**src/design/rfrf_pkg.sv**
```systemverilog
// Shared types, codes and constants of the RFID reader response framer.
// No dependencies; the frame, poll, emit and top design files import this package.
package rfrf_pkg;

   localparam int BUFFER_DEPTH_DEF = 32;
   localparam int FRAME_LEN        = 26;
   localparam int NUM_KEYS         = 8;
   localparam int NUM_REQ          = 5;

   // Input item operations
   typedef enum logic [1:0] {
      OP_BYTE = 2'd0,
      OP_TICK = 2'd1,
      OP_POLL = 2'd2
   } op_type;

   // Configuration register indexes
   typedef enum logic [1:0] {
      CSR_TIMEOUT    = 2'd0,
      CSR_FIRST_GAP  = 2'd1,
      CSR_SECOND_GAP = 2'd2
   } csr_index_type;

   localparam logic [15:0] TIMEOUT_RESET    = 16'd500;
   localparam logic [7:0]  FIRST_GAP_RESET  = 8'd40;
   localparam logic [7:0]  SECOND_GAP_RESET = 8'd80;

   // Command bytes
   localparam logic [7:0] WAKE_BYTE    = 8'h55;
   localparam logic [7:0] TRIGGER_BYTE = 8'h5A;
   localparam logic [7:0] REQ_BYTES [NUM_REQ] = '{8'h05, 8'h09, 8'h00, 8'h0E, 8'h00};

   // Reply header bytes
   localparam logic [7:0] HDR_CARD_LEN = 8'h18;
   localparam logic [7:0] HDR_CARD_CMD = 8'h09;
   localparam logic [7:0] HDR_CARD_B5  = 8'h01;
   localparam logic [7:0] HDR_CARD_B6  = 8'h04;
   localparam logic [7:0] HDR_NO_CARD  = 8'h06;

   // Frame positions that the decoder looks at: header bytes, then card number
   localparam logic [4:0] KEY_POS [NUM_KEYS] =
      '{5'd2, 5'd3, 5'd5, 5'd6, 5'd14, 5'd15, 5'd16, 5'd17};

   // Result sequence: command bytes at 0..6, status item at 7
   typedef logic [2:0] seq_idx_type;
   localparam seq_idx_type SEQ_WAKE    = 3'd0;
   localparam seq_idx_type SEQ_REQ0    = 3'd1;
   localparam seq_idx_type SEQ_TRIGGER = 3'd6;
   localparam seq_idx_type SEQ_STATUS  = 3'd7;

   typedef struct packed {
      logic        full_frame;   // fill count equals the card frame length
      logic        past_header;  // more than three bytes stored
      logic [7:0]  b2;
      logic [7:0]  b3;
      logic [7:0]  b5;
      logic [7:0]  b6;
      logic [31:0] number;       // bytes 14..17, most significant first
   } frame_view_type;

   typedef struct packed {
      logic        present;
      logic [23:0] short_num;
      logic [31:0] long_num;
   } status_type;

   typedef struct packed {
      logic [7:0] first_gap;
      logic [7:0] second_gap;
   } gaps_type;

   function automatic logic [7:0] cmd_byte(input seq_idx_type idx);
      logic [7:0] b;
      case (idx)
         SEQ_WAKE:    b = WAKE_BYTE;
         3'd1:        b = REQ_BYTES[0];
         3'd2:        b = REQ_BYTES[1];
         3'd3:        b = REQ_BYTES[2];
         3'd4:        b = REQ_BYTES[3];
         3'd5:        b = REQ_BYTES[4];
         SEQ_TRIGGER: b = TRIGGER_BYTE;
         default:     b = 8'h00;
      endcase
      return b;
   endfunction

endpackage

```
**src/design/rfrf_req_if.sv**
```systemverilog
// Input channel of the framer: reader byte, tick or poll.
// No dependencies.
interface rfrf_req_if;
   logic       valid;
   logic       ready;
   logic [1:0] op;
   logic [7:0] rx_byte;

   modport source (output valid, output op, output rx_byte, input ready);
   modport sink (input valid, input op, input rx_byte, output ready);
endinterface

```
**src/design/rfrf_rsp_if.sv**
```systemverilog
// Result channel of the framer: command bytes and status reports.
// No dependencies.
interface rfrf_rsp_if;
   logic        valid;
   logic        ready;
   logic        kind;
   logic [7:0]  tx_byte;
   logic [7:0]  gap_ms;
   logic        card_present;
   logic [23:0] card_number_short;
   logic [31:0] card_number_long;
   logic        last;

   modport source (output valid, output kind, output tx_byte, output gap_ms,
                   output card_present, output card_number_short,
                   output card_number_long, output last, input ready);
   modport sink (input valid, input kind, input tx_byte, input gap_ms,
                 input card_present, input card_number_short,
                 input card_number_long, input last, output ready);
endinterface

```
**src/design/rfrf_csr_if.sv**
```systemverilog
// Register write channel of the framer.
// No dependencies.
interface rfrf_csr_if;
   logic        valid;
   logic        ready;
   logic [1:0]  reg_index;
   logic [15:0] data;

   modport source (output valid, output reg_index, output data, input ready);
   modport sink (input valid, input reg_index, input data, output ready);
endinterface

```
**src/design/rfrf_top.sv**
```systemverilog
// A reader byte or a millisecond tick returns nothing. A poll returns one status item while
// an exchange is open, and otherwise eight items (wake byte, five request bytes, trigger
// byte, status) at one per cycle while the result channel is ready, set by the result
// sequencer that drives one item per transfer. The next input item is taken in the cycle
// the status item transfers, so polls follow each other without a dead cycle. Registers may
// be written at any time the block is idle; the register port is always ready.
//
// Top level of the RFID reader response framer.
// Depends on rfrf_pkg, the channel interfaces, rfrf_frame, rfrf_poll and rfrf_emit.
module rfid_reader_response_framer_top #(
   parameter int BUFFER_DEPTH = rfrf_pkg::BUFFER_DEPTH_DEF
) (
   input  logic       clock,
   input  logic       reset,
   rfrf_req_if.sink   req_chan,
   rfrf_rsp_if.source rsp_chan,
   rfrf_csr_if.sink   csr_chan
);
   import rfrf_pkg::*;

   logic           in_fire, csr_fire, free;
   logic           frame_clear, send_cmd;
   frame_view_type frame_view;
   status_type     status;
   gaps_type       gaps;

   assign req_chan.ready = free;
   assign csr_chan.ready = 1'b1;
   assign in_fire        = req_chan.valid && req_chan.ready;
   assign csr_fire       = csr_chan.valid && csr_chan.ready;

   rfrf_frame #(
      .BUFFER_DEPTH(BUFFER_DEPTH)
   ) u_frame (
      .clock   (clock),
      .reset   (reset),
      .wr_en   (in_fire && req_chan.op == OP_BYTE),
      .wr_byte (req_chan.rx_byte),
      .clr     (frame_clear),
      .view    (frame_view)
   );

   rfrf_poll u_poll (
      .clock       (clock),
      .reset       (reset),
      .in_fire     (in_fire),
      .in_op       (req_chan.op),
      .csr_fire    (csr_fire),
      .csr_index   (csr_chan.reg_index),
      .csr_data    (csr_chan.data),
      .frame       (frame_view),
      .frame_clear (frame_clear),
      .send_cmd    (send_cmd),
      .status      (status),
      .gaps        (gaps)
   );

   rfrf_emit u_emit (
      .clock    (clock),
      .reset    (reset),
      .start    (in_fire && req_chan.op == OP_POLL),
      .send_cmd (send_cmd),
      .status   (status),
      .gaps     (gaps),
      .free     (free),
      .rsp      (rsp_chan)
   );

endmodule

```
**src/design/rfrf_frame.sv**
```systemverilog
// Frame buffer: fill count and the header and card-number bytes of the reply.
// Depends on rfrf_pkg.
module rfrf_frame #(
   parameter int BUFFER_DEPTH = rfrf_pkg::BUFFER_DEPTH_DEF
) (
   input  logic                     clock,
   input  logic                     reset,
   input  logic                     wr_en,
   input  logic [7:0]               wr_byte,
   input  logic                     clr,
   output rfrf_pkg::frame_view_type view
);
   import rfrf_pkg::*;

   localparam int FILL_W = $clog2(BUFFER_DEPTH + 1);

   logic [FILL_W-1:0] fill_ff, fill_in;
   logic [7:0]        key_ff [NUM_KEYS];
   logic              room;

   // Only the positions the decoder reads are kept; a byte at any other
   // position just advances the fill count. Bytes past the fill count are
   // never looked at, so clearing only resets the count.
   assign room = fill_ff < FILL_W'(BUFFER_DEPTH);

   always_comb begin
      fill_in = fill_ff;
      if (clr) begin
         fill_in = '0;
      end else if (wr_en && room) begin
         fill_in = fill_ff + FILL_W'(1);
      end
   end

   always_ff @(posedge clock) begin
      if (reset) begin
         fill_ff <= '0;
      end else begin
         fill_ff <= fill_in;
      end
   end

   // Capture a byte into its slot when it lands at that position
   always_ff @(posedge clock) begin
      for (int k = 0; k < NUM_KEYS; k++) begin
         if (wr_en && room && fill_ff == FILL_W'(KEY_POS[k])) begin
            key_ff[k] <= wr_byte;
         end
      end
   end

   assign view.full_frame  = fill_ff == FILL_W'(FRAME_LEN);
   assign view.past_header = fill_ff > FILL_W'(3);
   assign view.b2          = key_ff[0];
   assign view.b3          = key_ff[1];
   assign view.b5          = key_ff[2];
   assign view.b6          = key_ff[3];
   assign view.number      = {key_ff[4], key_ff[5], key_ff[6], key_ff[7]};

   a_fill_bound: assert property (@(posedge clock) disable iff (reset)
      fill_ff <= FILL_W'(BUFFER_DEPTH))
      else $error("fill count beyond buffer depth");

   a_clear_empties: assert property (@(posedge clock) disable iff (reset)
      clr |=> fill_ff == '0)
      else $error("frame not empty after clear");

endmodule

```
**src/design/rfrf_poll.sv**
```systemverilog
// Poll decision logic: registers, elapsed timer, reply decode and card latch.
// Depends on rfrf_pkg.
module rfrf_poll (
   input  logic                     clock,
   input  logic                     reset,
   input  logic                     in_fire,
   input  logic [1:0]               in_op,
   input  logic                     csr_fire,
   input  logic [1:0]               csr_index,
   input  logic [15:0]              csr_data,
   input  rfrf_pkg::frame_view_type frame,
   output logic                     frame_clear,
   output logic                     send_cmd,
   output rfrf_pkg::status_type     status,
   output rfrf_pkg::gaps_type       gaps
);
   import rfrf_pkg::*;

   logic [15:0] timeout_ff;
   logic [7:0]  first_gap_ff;
   logic [7:0]  second_gap_ff;
   logic        awaiting_ff, awaiting_in;
   logic [15:0] elapsed_ff, elapsed_in;
   status_type  status_ff, status_in;

   logic        is_poll, is_tick;
   logic [15:0] elapsed_base;
   logic        card_hit, nocard_hit, timed_out;

   assign is_poll = in_fire && in_op == OP_POLL;
   assign is_tick = in_fire && in_op == OP_TICK;

   // Commands go out only when no exchange is open; sending restarts the timer
   assign send_cmd     = !awaiting_ff;
   assign elapsed_base = send_cmd ? 16'd0 : elapsed_ff;

   // Decode the stored reply; a card frame wins over the no-card answer
   assign card_hit   = frame.full_frame && frame.b2 == HDR_CARD_LEN &&
                       frame.b3 == HDR_CARD_CMD && frame.b5 == HDR_CARD_B5 &&
                       frame.b6 == HDR_CARD_B6;
   assign nocard_hit = !card_hit && frame.past_header && frame.b2 == HDR_NO_CARD;
   assign timed_out  = elapsed_base > timeout_ff;

   assign frame_clear = is_poll && (card_hit || nocard_hit || timed_out);

   always_comb begin
      awaiting_in = awaiting_ff;
      elapsed_in  = elapsed_ff;
      status_in   = status_ff;
      if (is_tick) begin
         if (elapsed_ff != 16'hFFFF) begin
            elapsed_in = elapsed_ff + 16'd1;
         end
      end else if (is_poll) begin
         elapsed_in  = elapsed_base;
         awaiting_in = !(card_hit || nocard_hit || timed_out);
         if (card_hit) begin
            status_in.present   = 1'b1;
            status_in.short_num = frame.number[31:8];
            status_in.long_num  = frame.number;
         end else if (nocard_hit) begin
            status_in.present   = 1'b0;
            status_in.short_num = '0;
         end
      end
   end

   always_ff @(posedge clock) begin
      if (reset) begin
         awaiting_ff <= 1'b0;
         elapsed_ff  <= '0;
         status_ff   <= '0;
      end else begin
         awaiting_ff <= awaiting_in;
         elapsed_ff  <= elapsed_in;
         status_ff   <= status_in;
      end
   end

   // Register writes; an index beyond the list is dropped
   always_ff @(posedge clock) begin
      if (reset) begin
         timeout_ff    <= TIMEOUT_RESET;
         first_gap_ff  <= FIRST_GAP_RESET;
         second_gap_ff <= SECOND_GAP_RESET;
      end else if (csr_fire) begin
         case (csr_index)
            CSR_TIMEOUT:    timeout_ff    <= csr_data;
            CSR_FIRST_GAP:  first_gap_ff  <= csr_data[7:0];
            CSR_SECOND_GAP: second_gap_ff <= csr_data[7:0];
            default: ;
         endcase
      end
   end

   assign status          = status_ff;
   assign gaps.first_gap  = first_gap_ff;
   assign gaps.second_gap = second_gap_ff;

   a_send_restarts_timer: assert property (@(posedge clock) disable iff (reset)
      is_poll && send_cmd |=> elapsed_ff == 16'd0)
      else $error("timer not restarted by command send");

   a_clear_goes_idle: assert property (@(posedge clock) disable iff (reset)
      frame_clear |=> !awaiting_ff)
      else $error("exchange still open after clear");

endmodule

```
**src/design/rfrf_emit.sv**
```systemverilog
// Result sequencer: steps through command bytes and the closing status item.
// Depends on rfrf_pkg and rfrf_rsp_if.
module rfrf_emit (
   input  logic                 clock,
   input  logic                 reset,
   input  logic                 start,
   input  logic                 send_cmd,
   input  rfrf_pkg::status_type status,
   input  rfrf_pkg::gaps_type   gaps,
   output logic                 free,
   rfrf_rsp_if.source           rsp
);
   import rfrf_pkg::*;

   logic        busy_ff, busy_in;
   seq_idx_type idx_ff, idx_in;
   logic        is_status, xfer;

   assign is_status = idx_ff == SEQ_STATUS;
   assign xfer      = busy_ff && rsp.ready;
   assign free      = !busy_ff || (rsp.ready && is_status);

   // Load a new sequence, or advance on each transfer and go idle after the status item
   always_comb begin
      busy_in = busy_ff;
      idx_in  = idx_ff;
      if (start) begin
         busy_in = 1'b1;
         idx_in  = send_cmd ? SEQ_WAKE : SEQ_STATUS;
      end else if (xfer) begin
         if (is_status) begin
            busy_in = 1'b0;
         end else begin
            idx_in = idx_ff + 3'd1;
         end
      end
   end

   always_ff @(posedge clock) begin
      if (reset) begin
         busy_ff <= 1'b0;
         idx_ff  <= SEQ_STATUS;
      end else begin
         busy_ff <= busy_in;
         idx_ff  <= idx_in;
      end
   end

   // Drive the item selected by the sequence index
   always_comb begin
      rsp.valid             = busy_ff;
      rsp.kind              = is_status;
      rsp.last              = is_status;
      rsp.tx_byte           = cmd_byte(idx_ff);
      rsp.card_present      = is_status ? status.present : 1'b0;
      rsp.card_number_short = is_status ? status.short_num : 24'd0;
      rsp.card_number_long  = is_status ? status.long_num : 32'd0;
      case (idx_ff)
         SEQ_REQ0:    rsp.gap_ms = gaps.first_gap;
         SEQ_TRIGGER: rsp.gap_ms = gaps.second_gap;
         default:     rsp.gap_ms = 8'd0;
      endcase
   end

   a_step_order: assert property (@(posedge clock) disable iff (reset)
      xfer && !is_status |=> busy_ff && idx_ff == $past(idx_ff) + 3'd1)
      else $error("command sequence skipped or stalled after transfer");

   a_status_only: assert property (@(posedge clock) disable iff (reset)
      start && !send_cmd |=> busy_ff && idx_ff == SEQ_STATUS)
      else $error("open exchange must report status only");

endmodule

```
**src/flat_wrapper.sv**
```systemverilog
// flat-port wrapper written by rule: the top's interface ports become plain ports
module rfid_reader_response_framer_top_flat import rfrf_pkg::*;
#(
   parameter int BUFFER_DEPTH = rfrf_pkg::BUFFER_DEPTH_DEF
)
  (clock, reset, req_chan_valid, req_chan_op, req_chan_rx_byte, req_chan_ready, rsp_chan_valid, rsp_chan_kind, rsp_chan_tx_byte, rsp_chan_gap_ms, rsp_chan_card_present, rsp_chan_card_number_short, rsp_chan_card_number_long, rsp_chan_last, rsp_chan_ready, csr_chan_valid, csr_chan_reg_index, csr_chan_data, csr_chan_ready);
  rfrf_req_if req_chan_i ();
  rfrf_rsp_if rsp_chan_i ();
  rfrf_csr_if csr_chan_i ();
  input  logic clock;
  input  logic reset;
  input wire logic [$bits(req_chan_i.valid)-1:0] req_chan_valid;
  input wire logic [$bits(req_chan_i.op)-1:0] req_chan_op;
  input wire logic [$bits(req_chan_i.rx_byte)-1:0] req_chan_rx_byte;
  output wire logic [$bits(req_chan_i.ready)-1:0] req_chan_ready;
  output wire logic [$bits(rsp_chan_i.valid)-1:0] rsp_chan_valid;
  output wire logic [$bits(rsp_chan_i.kind)-1:0] rsp_chan_kind;
  output wire logic [$bits(rsp_chan_i.tx_byte)-1:0] rsp_chan_tx_byte;
  output wire logic [$bits(rsp_chan_i.gap_ms)-1:0] rsp_chan_gap_ms;
  output wire logic [$bits(rsp_chan_i.card_present)-1:0] rsp_chan_card_present;
  output wire logic [$bits(rsp_chan_i.card_number_short)-1:0] rsp_chan_card_number_short;
  output wire logic [$bits(rsp_chan_i.card_number_long)-1:0] rsp_chan_card_number_long;
  output wire logic [$bits(rsp_chan_i.last)-1:0] rsp_chan_last;
  input wire logic [$bits(rsp_chan_i.ready)-1:0] rsp_chan_ready;
  input wire logic [$bits(csr_chan_i.valid)-1:0] csr_chan_valid;
  input wire logic [$bits(csr_chan_i.reg_index)-1:0] csr_chan_reg_index;
  input wire logic [$bits(csr_chan_i.data)-1:0] csr_chan_data;
  output wire logic [$bits(csr_chan_i.ready)-1:0] csr_chan_ready;
  assign req_chan_i.valid = req_chan_valid;
  assign req_chan_i.op = req_chan_op;
  assign req_chan_i.rx_byte = req_chan_rx_byte;
  assign req_chan_ready = req_chan_i.ready;
  assign rsp_chan_valid = rsp_chan_i.valid;
  assign rsp_chan_kind = rsp_chan_i.kind;
  assign rsp_chan_tx_byte = rsp_chan_i.tx_byte;
  assign rsp_chan_gap_ms = rsp_chan_i.gap_ms;
  assign rsp_chan_card_present = rsp_chan_i.card_present;
  assign rsp_chan_card_number_short = rsp_chan_i.card_number_short;
  assign rsp_chan_card_number_long = rsp_chan_i.card_number_long;
  assign rsp_chan_last = rsp_chan_i.last;
  assign rsp_chan_i.ready = rsp_chan_ready;
  assign csr_chan_i.valid = csr_chan_valid;
  assign csr_chan_i.reg_index = csr_chan_reg_index;
  assign csr_chan_i.data = csr_chan_data;
  assign csr_chan_ready = csr_chan_i.ready;
  rfid_reader_response_framer_top #(.BUFFER_DEPTH(BUFFER_DEPTH)) u_core (.clock(clock), .reset(reset), .req_chan(req_chan_i), .rsp_chan(rsp_chan_i), .csr_chan(csr_chan_i));
endmodule
```
**config.mk**
```make
export PLATFORM = sky130hd
export DESIGN_NAME = rfid_reader_response_framer_top_flat
export DESIGN_NICKNAME = d
export VERILOG_FILES = /design/src/design/rfrf_pkg.sv /design/src/design/rfrf_req_if.sv /design/src/design/rfrf_rsp_if.sv /design/src/design/rfrf_csr_if.sv /design/src/design/rfrf_top.sv /design/src/design/rfrf_frame.sv /design/src/design/rfrf_poll.sv /design/src/design/rfrf_emit.sv /design/src/flat_wrapper.sv
export SDC_FILE = /design/constraint.sdc
export NUM_CORES = 1
export LEC_CHECK = 0
export BUFFER_PORTS_ARGS = -buffer_cell sky130_fd_sc_hd__clkbuf_2
export CORE_UTILIZATION = 35
export DETAILED_ROUTE_END_ITERATION = 8
export GPL_TIMING_DRIVEN = 0
export PLACE_DENSITY_LB_ADDON = 0.3
export RECOVER_POWER = 100
export SLEW_MARGIN = 20
export SYNTH_ARGS = -nofsm -noshare
export SYNTH_HDL_FRONTEND = slang
export SYNTH_SLANG_ARGS = --single-unit
```
**constraint.sdc**
```tcl
create_clock -name clock -period 3 [get_ports clock]
set_clock_uncertainty 0.15 [all_clocks]
set_input_delay 0.15 -clock clock [delete_from_list [all_inputs] [get_ports clock]]
set_output_delay 0.15 -clock clock [all_outputs]
set_load 0.01 [all_outputs]
```
==> impl_table.tex <==
\begin{tabular}{lr}
\hline
Metric & Value \\
\hline
\multicolumn{2}{l}{\textbf{Place}} \\
\# port buffers & 106 \\
Placement Cell Area & 0.00866 mm² \\
DPL Wire Length & $\sim$14 mm \\
Setup WS pre-CTS & -0.254 ns \\
Placer's final routability congestion estimate & 0.845 \\
\multicolumn{2}{l}{\textbf{Detailed routing}} \\
Final routed DRC violation total & 0 \\
Initial drt markers & 366 \\
Total number of vias & 6,086 \\
Residual antenna-violating net count after detailed routing & 0 \\
DRT Pass-1 Iters & 4 \\
Vias per std cell & 4.97 \\
Average wire per cell in the routed design & around 16 µm \\
Wirelength, routed & 19.7 mm \\
\multicolumn{2}{l}{\textbf{Cells and area}} \\
Total non-filler cell area in the finished layout & around 0.0095 mm² \\
Most common cell after layout, fill and taps aside & nand2\_1 \\
Post-layout nets & 990 \\
Commonest cells after routing, fill and taps aside & nand2\_1, dfxtp\_1, clkbuf\_2, and2\_1, a21oi\_1 \\
Share of post-route cells with drive strength above 1 & 17.4\% \\
Number of fill cells & 2,134 \\
Ant. Diodes & 0 \\
Area added between synthesis and finish & 22.7\% \\
\multicolumn{2}{l}{\textbf{GRT}} \\
GRT overflow & 0 \\
Maximum number of pins on one net before global-route repair & 19 \\
Number of antenna violations at the first check in global routing & 0 \\
GRT Overall Usage & 17.6\% \\
Vias in the first global route & 5,599 \\
Wire length of the first global-routing pass & 30.4 mm \\
\multicolumn{2}{l}{\textbf{Outcome}} \\
Result of the run & finished, final reports clean \\
\multicolumn{2}{l}{\textbf{Clock tree}} \\
Total number of H-tree levels & 4 \\
Number of CTS-inserted buffers & 17 \\
Clk Latency, worst-skew pair & $\sim$0.43 ns \\
Max Buffers Root-to-Sink & 2 \\
Clock tree from TritonCTS & yes \\
Cell at the root of the clock tree & clkbuf\_16 \\
Number of sinks on the clock net & 180 \\
CTS clock-pin slew for the worst setup and hold paths & approximately 0.07 ns \\
\multicolumn{2}{l}{\textbf{Logic synthesis}} \\
Share of the yosys chip area belonging to registers & 54.7\% \\
Gate count of the mapped netlist & 778 \\
Synth cell types & 63 \\
Largest cells by area after synthesis & dfxtp\_1, edfxtp\_1, nand2\_1, and2\_1, a21oi\_1 \\
Yosys reg bits & 180 \\
Top FF cell, synth & dfxtp\_1 \\
Share of the synthesized area in the top cell type & roughly 30\% \\
Number of synthesized flops with an enable pin & 64 \\
Fraction of registers with async set or reset after synthesis & 0\% \\
Synthesized area divided by synthesized cell count & 9.97 µm² \\
Number of synthesis warnings & 0 \\
Area of the mapped netlist & 0.00776 mm² \\
Synth area leader & dfxtp\_1 \\
\multicolumn{2}{l}{\textbf{Timing}} \\
Smallest hold slack & 0.0461 ns \\
Setup repair after global routing missed its margin & yes \\
Total Neg Setup Slack & 0 ns \\
Fmax & between 300 and 400 MHz \\
Minimum clock period & 2.92 ns \\
Post-layout worst setup margin & between 0.08 and 0.09 ns \\
Worst slew margin relative to its limit & 49.7\% \\
Pin slew with the least headroom to its limit & 0.752 ns \\
Share of the clock period used by the worst path after layout & 97.3\% \\
Max-slew violation count & 0 \\
Setup Viol. Count Final & 0 \\
Number of failing hold endpoints at the final stage & 0 \\
\multicolumn{2}{l}{\textbf{Pwr}} \\
Static leakage & 3.80 nW \\
Power per unit of standard cell area & roughly 530 mW/mm² \\
Power after layout & between 5 and 6 mW \\
Worst ir drop on vdd & between 200 and 300 µV \\
\multicolumn{2}{l}{\textbf{Critical path}} \\
Launch instance of the worst register-to-register path & u\_core.u\_emit.idx\_ff[0] \\
Worst setup EP type & output pin \\
Critical path class & flip-flop to output pin \\
Data arrival time at the worst-slack endpoint & 2.62 ns \\
Setup crit start kind & flip-flop \\
R2R setup slack & 0.10 ns \\
Launch point of the worst path & u\_core.u\_emit.idx\_ff[0] \\
Worst Path Required & $\sim$2.7 ns \\
Maximum net fanout on the critical path & 10 \\
Depth of the most critical reg-to-reg path & 8 \\
Critical register-to-register path endpoint & u\_core.u\_frame.key\_ff[3][0] \\
\multicolumn{2}{l}{\textbf{Floorplan}} \\
Die outline area & roughly 0.023 mm² \\
Core Footprint & 0.0218 mm² \\
Floorplan die width & 151 µm \\
I/O pin count & 111 \\
Total number of placement rows & 54 \\
Initial core utilization & 35.7\% \\
Die height & 151 µm \\
\multicolumn{2}{l}{\textbf{Min path}} \\
Min-Delay Path Depth & 3 \\
Worst Hold Class & input pin to flip-flop \\
Terminating pin of the worst hold path & u\_core.u\_emit.rsp.valid \\
Hold wc startpoint & req\_chan\_op[1] \\
\multicolumn{2}{l}{\textbf{Job}} \\
Max-cap violation count & 0 \\
\hline
\end{tabular}
==> cells by family (layout without fill, tap and decap cells) <==
| kind of cell | after synthesis | count (layout) | synth area share, % |
|---|---|---|---|
| adder cells (fa/ha/maj) | 26 | 26 | 4.19 |
| buffers and inverters | 75 | 240 | 4.31 |
| other | 2 | 3 | 0.0968 |
| AO/OA/AOI/OAI | 143 | 143 | 11.7 |
| XOR/XNOR | 3 | 3 | 0.339 |
| AND/OR/NAND/NOR | 332 | 332 | 22.4 |
| flip-flops | 180 | 180 | 54.7 |
| multiplexers | 17 | 17 | 2.21 |
==> worst max path at each step <==
| stage | to | slack [ns] |
|---|---|---|
| after floorplan | u_core.u_frame.key_ff[4][0] | 0.08 |
| after global placement | u_core.u_frame.key_ff[4][2] | -0.94 |
| after detailed placement | u_core.u_frame.key_ff[4][3] | -0.25 |
| after CTS | rsp_chan_card_number_long[3] | 0.05 |
| after global routing | u_core.u_frame.key_ff[3][0] | -0.11 |
| final | rsp_chan_card_number_long[3] | 0.08 |
==> cell usage after synthesis, drive strengths merged, types with 6 or more instances <==
master	n
clkbuf	31
o211ai	7
a22o	24
inv	25
buf	19
and2	75
a21oi	67
nand3	23
ha	26
or4	6
dfxtp	116
mux2i	16
nand2	128
o21ai	19
and3	9
nor3	14
edfxtp	64
nor2	31
nand4	10
==> worst max-delay path: stages (launching register included) <==
cell	delay (ns)
dfxtp_1	0.42
ha_1	0.18
ha_2	0.33
buf_1	0.39
clkbuf_1	0.41
and2_1	0.30
clkbuf_2	0.17
==> what timing repair did <==
action                                  in CTS  in global routing
hold buffers                                24                  0
buffers inserted                             0                  2
endpoints found under the hold margin       80                  0
pin swaps                                    0                  3
resized for setup                            3                  7
endpoints found under the setup margin      38                 45
==> layer usage <==
metal	global-route usage (%)	vias up	wire [µm]
met5	0	-	0
met4	6.15	0	263
met3	3.04	16	961
met2	27.2	137	8850
met1	24.8	2905	9590
li1	-	3028	-
==> through the flow <==
step / utilization, % / instances
after global placement: 39.7 / 1165
after floorplan: - / 779
after global routing: 43.8 / 1224
after detailed placement: 39.8 / 1166
final: 43.8 / 1224
after CTS: 43.7 / 1222
==> layout make-up <==
| cell class | count | area (µm²) | area share, % |
|---|---|---|---|
| flip-flops and latches | 180 | 4240 | 44.6 |
| multi-input cells | 524 | 3220 | 33.8 |
| repair buffers | 133 | 781 | 8.20 |
| clock buffers | 18 | 429 | 4.51 |
| well taps | 280 | 350 | 3.68 |
| plain buffers | 50 | 243 | 2.55 |
| clock inverters | 14 | 161 | 1.70 |
| inverters | 25 | 93.8 | 0.986 |
==> power breakdown <==
group          switching [mW]  internal [mW]  total (mW)  leakage (nW)
sequential             0.0132           2.54        2.56          1.51
combinational           0.201          0.108       0.309          2.01
clock                    1.03           1.19        2.22         0.281
==> state kept, by name, indices dropped and copies added (netlist names) <==
register and flops:
u_core.u_frame.key_ff 64, u_core.u_poll.status 57, u_core.u_poll.elapsed_ff 16, u_core.u_poll.timeout_ff 16
u_core.u_poll.first_gap_ff 8, u_core.u_poll.second_gap_ff 8, u_core.u_frame.fill_ff 6, u_core.u_emit.idx_ff 3
u_core.u_emit.rsp.valid 1, u_core.u_poll.awaiting_ff 1
(Power assumes the default switching activity.)
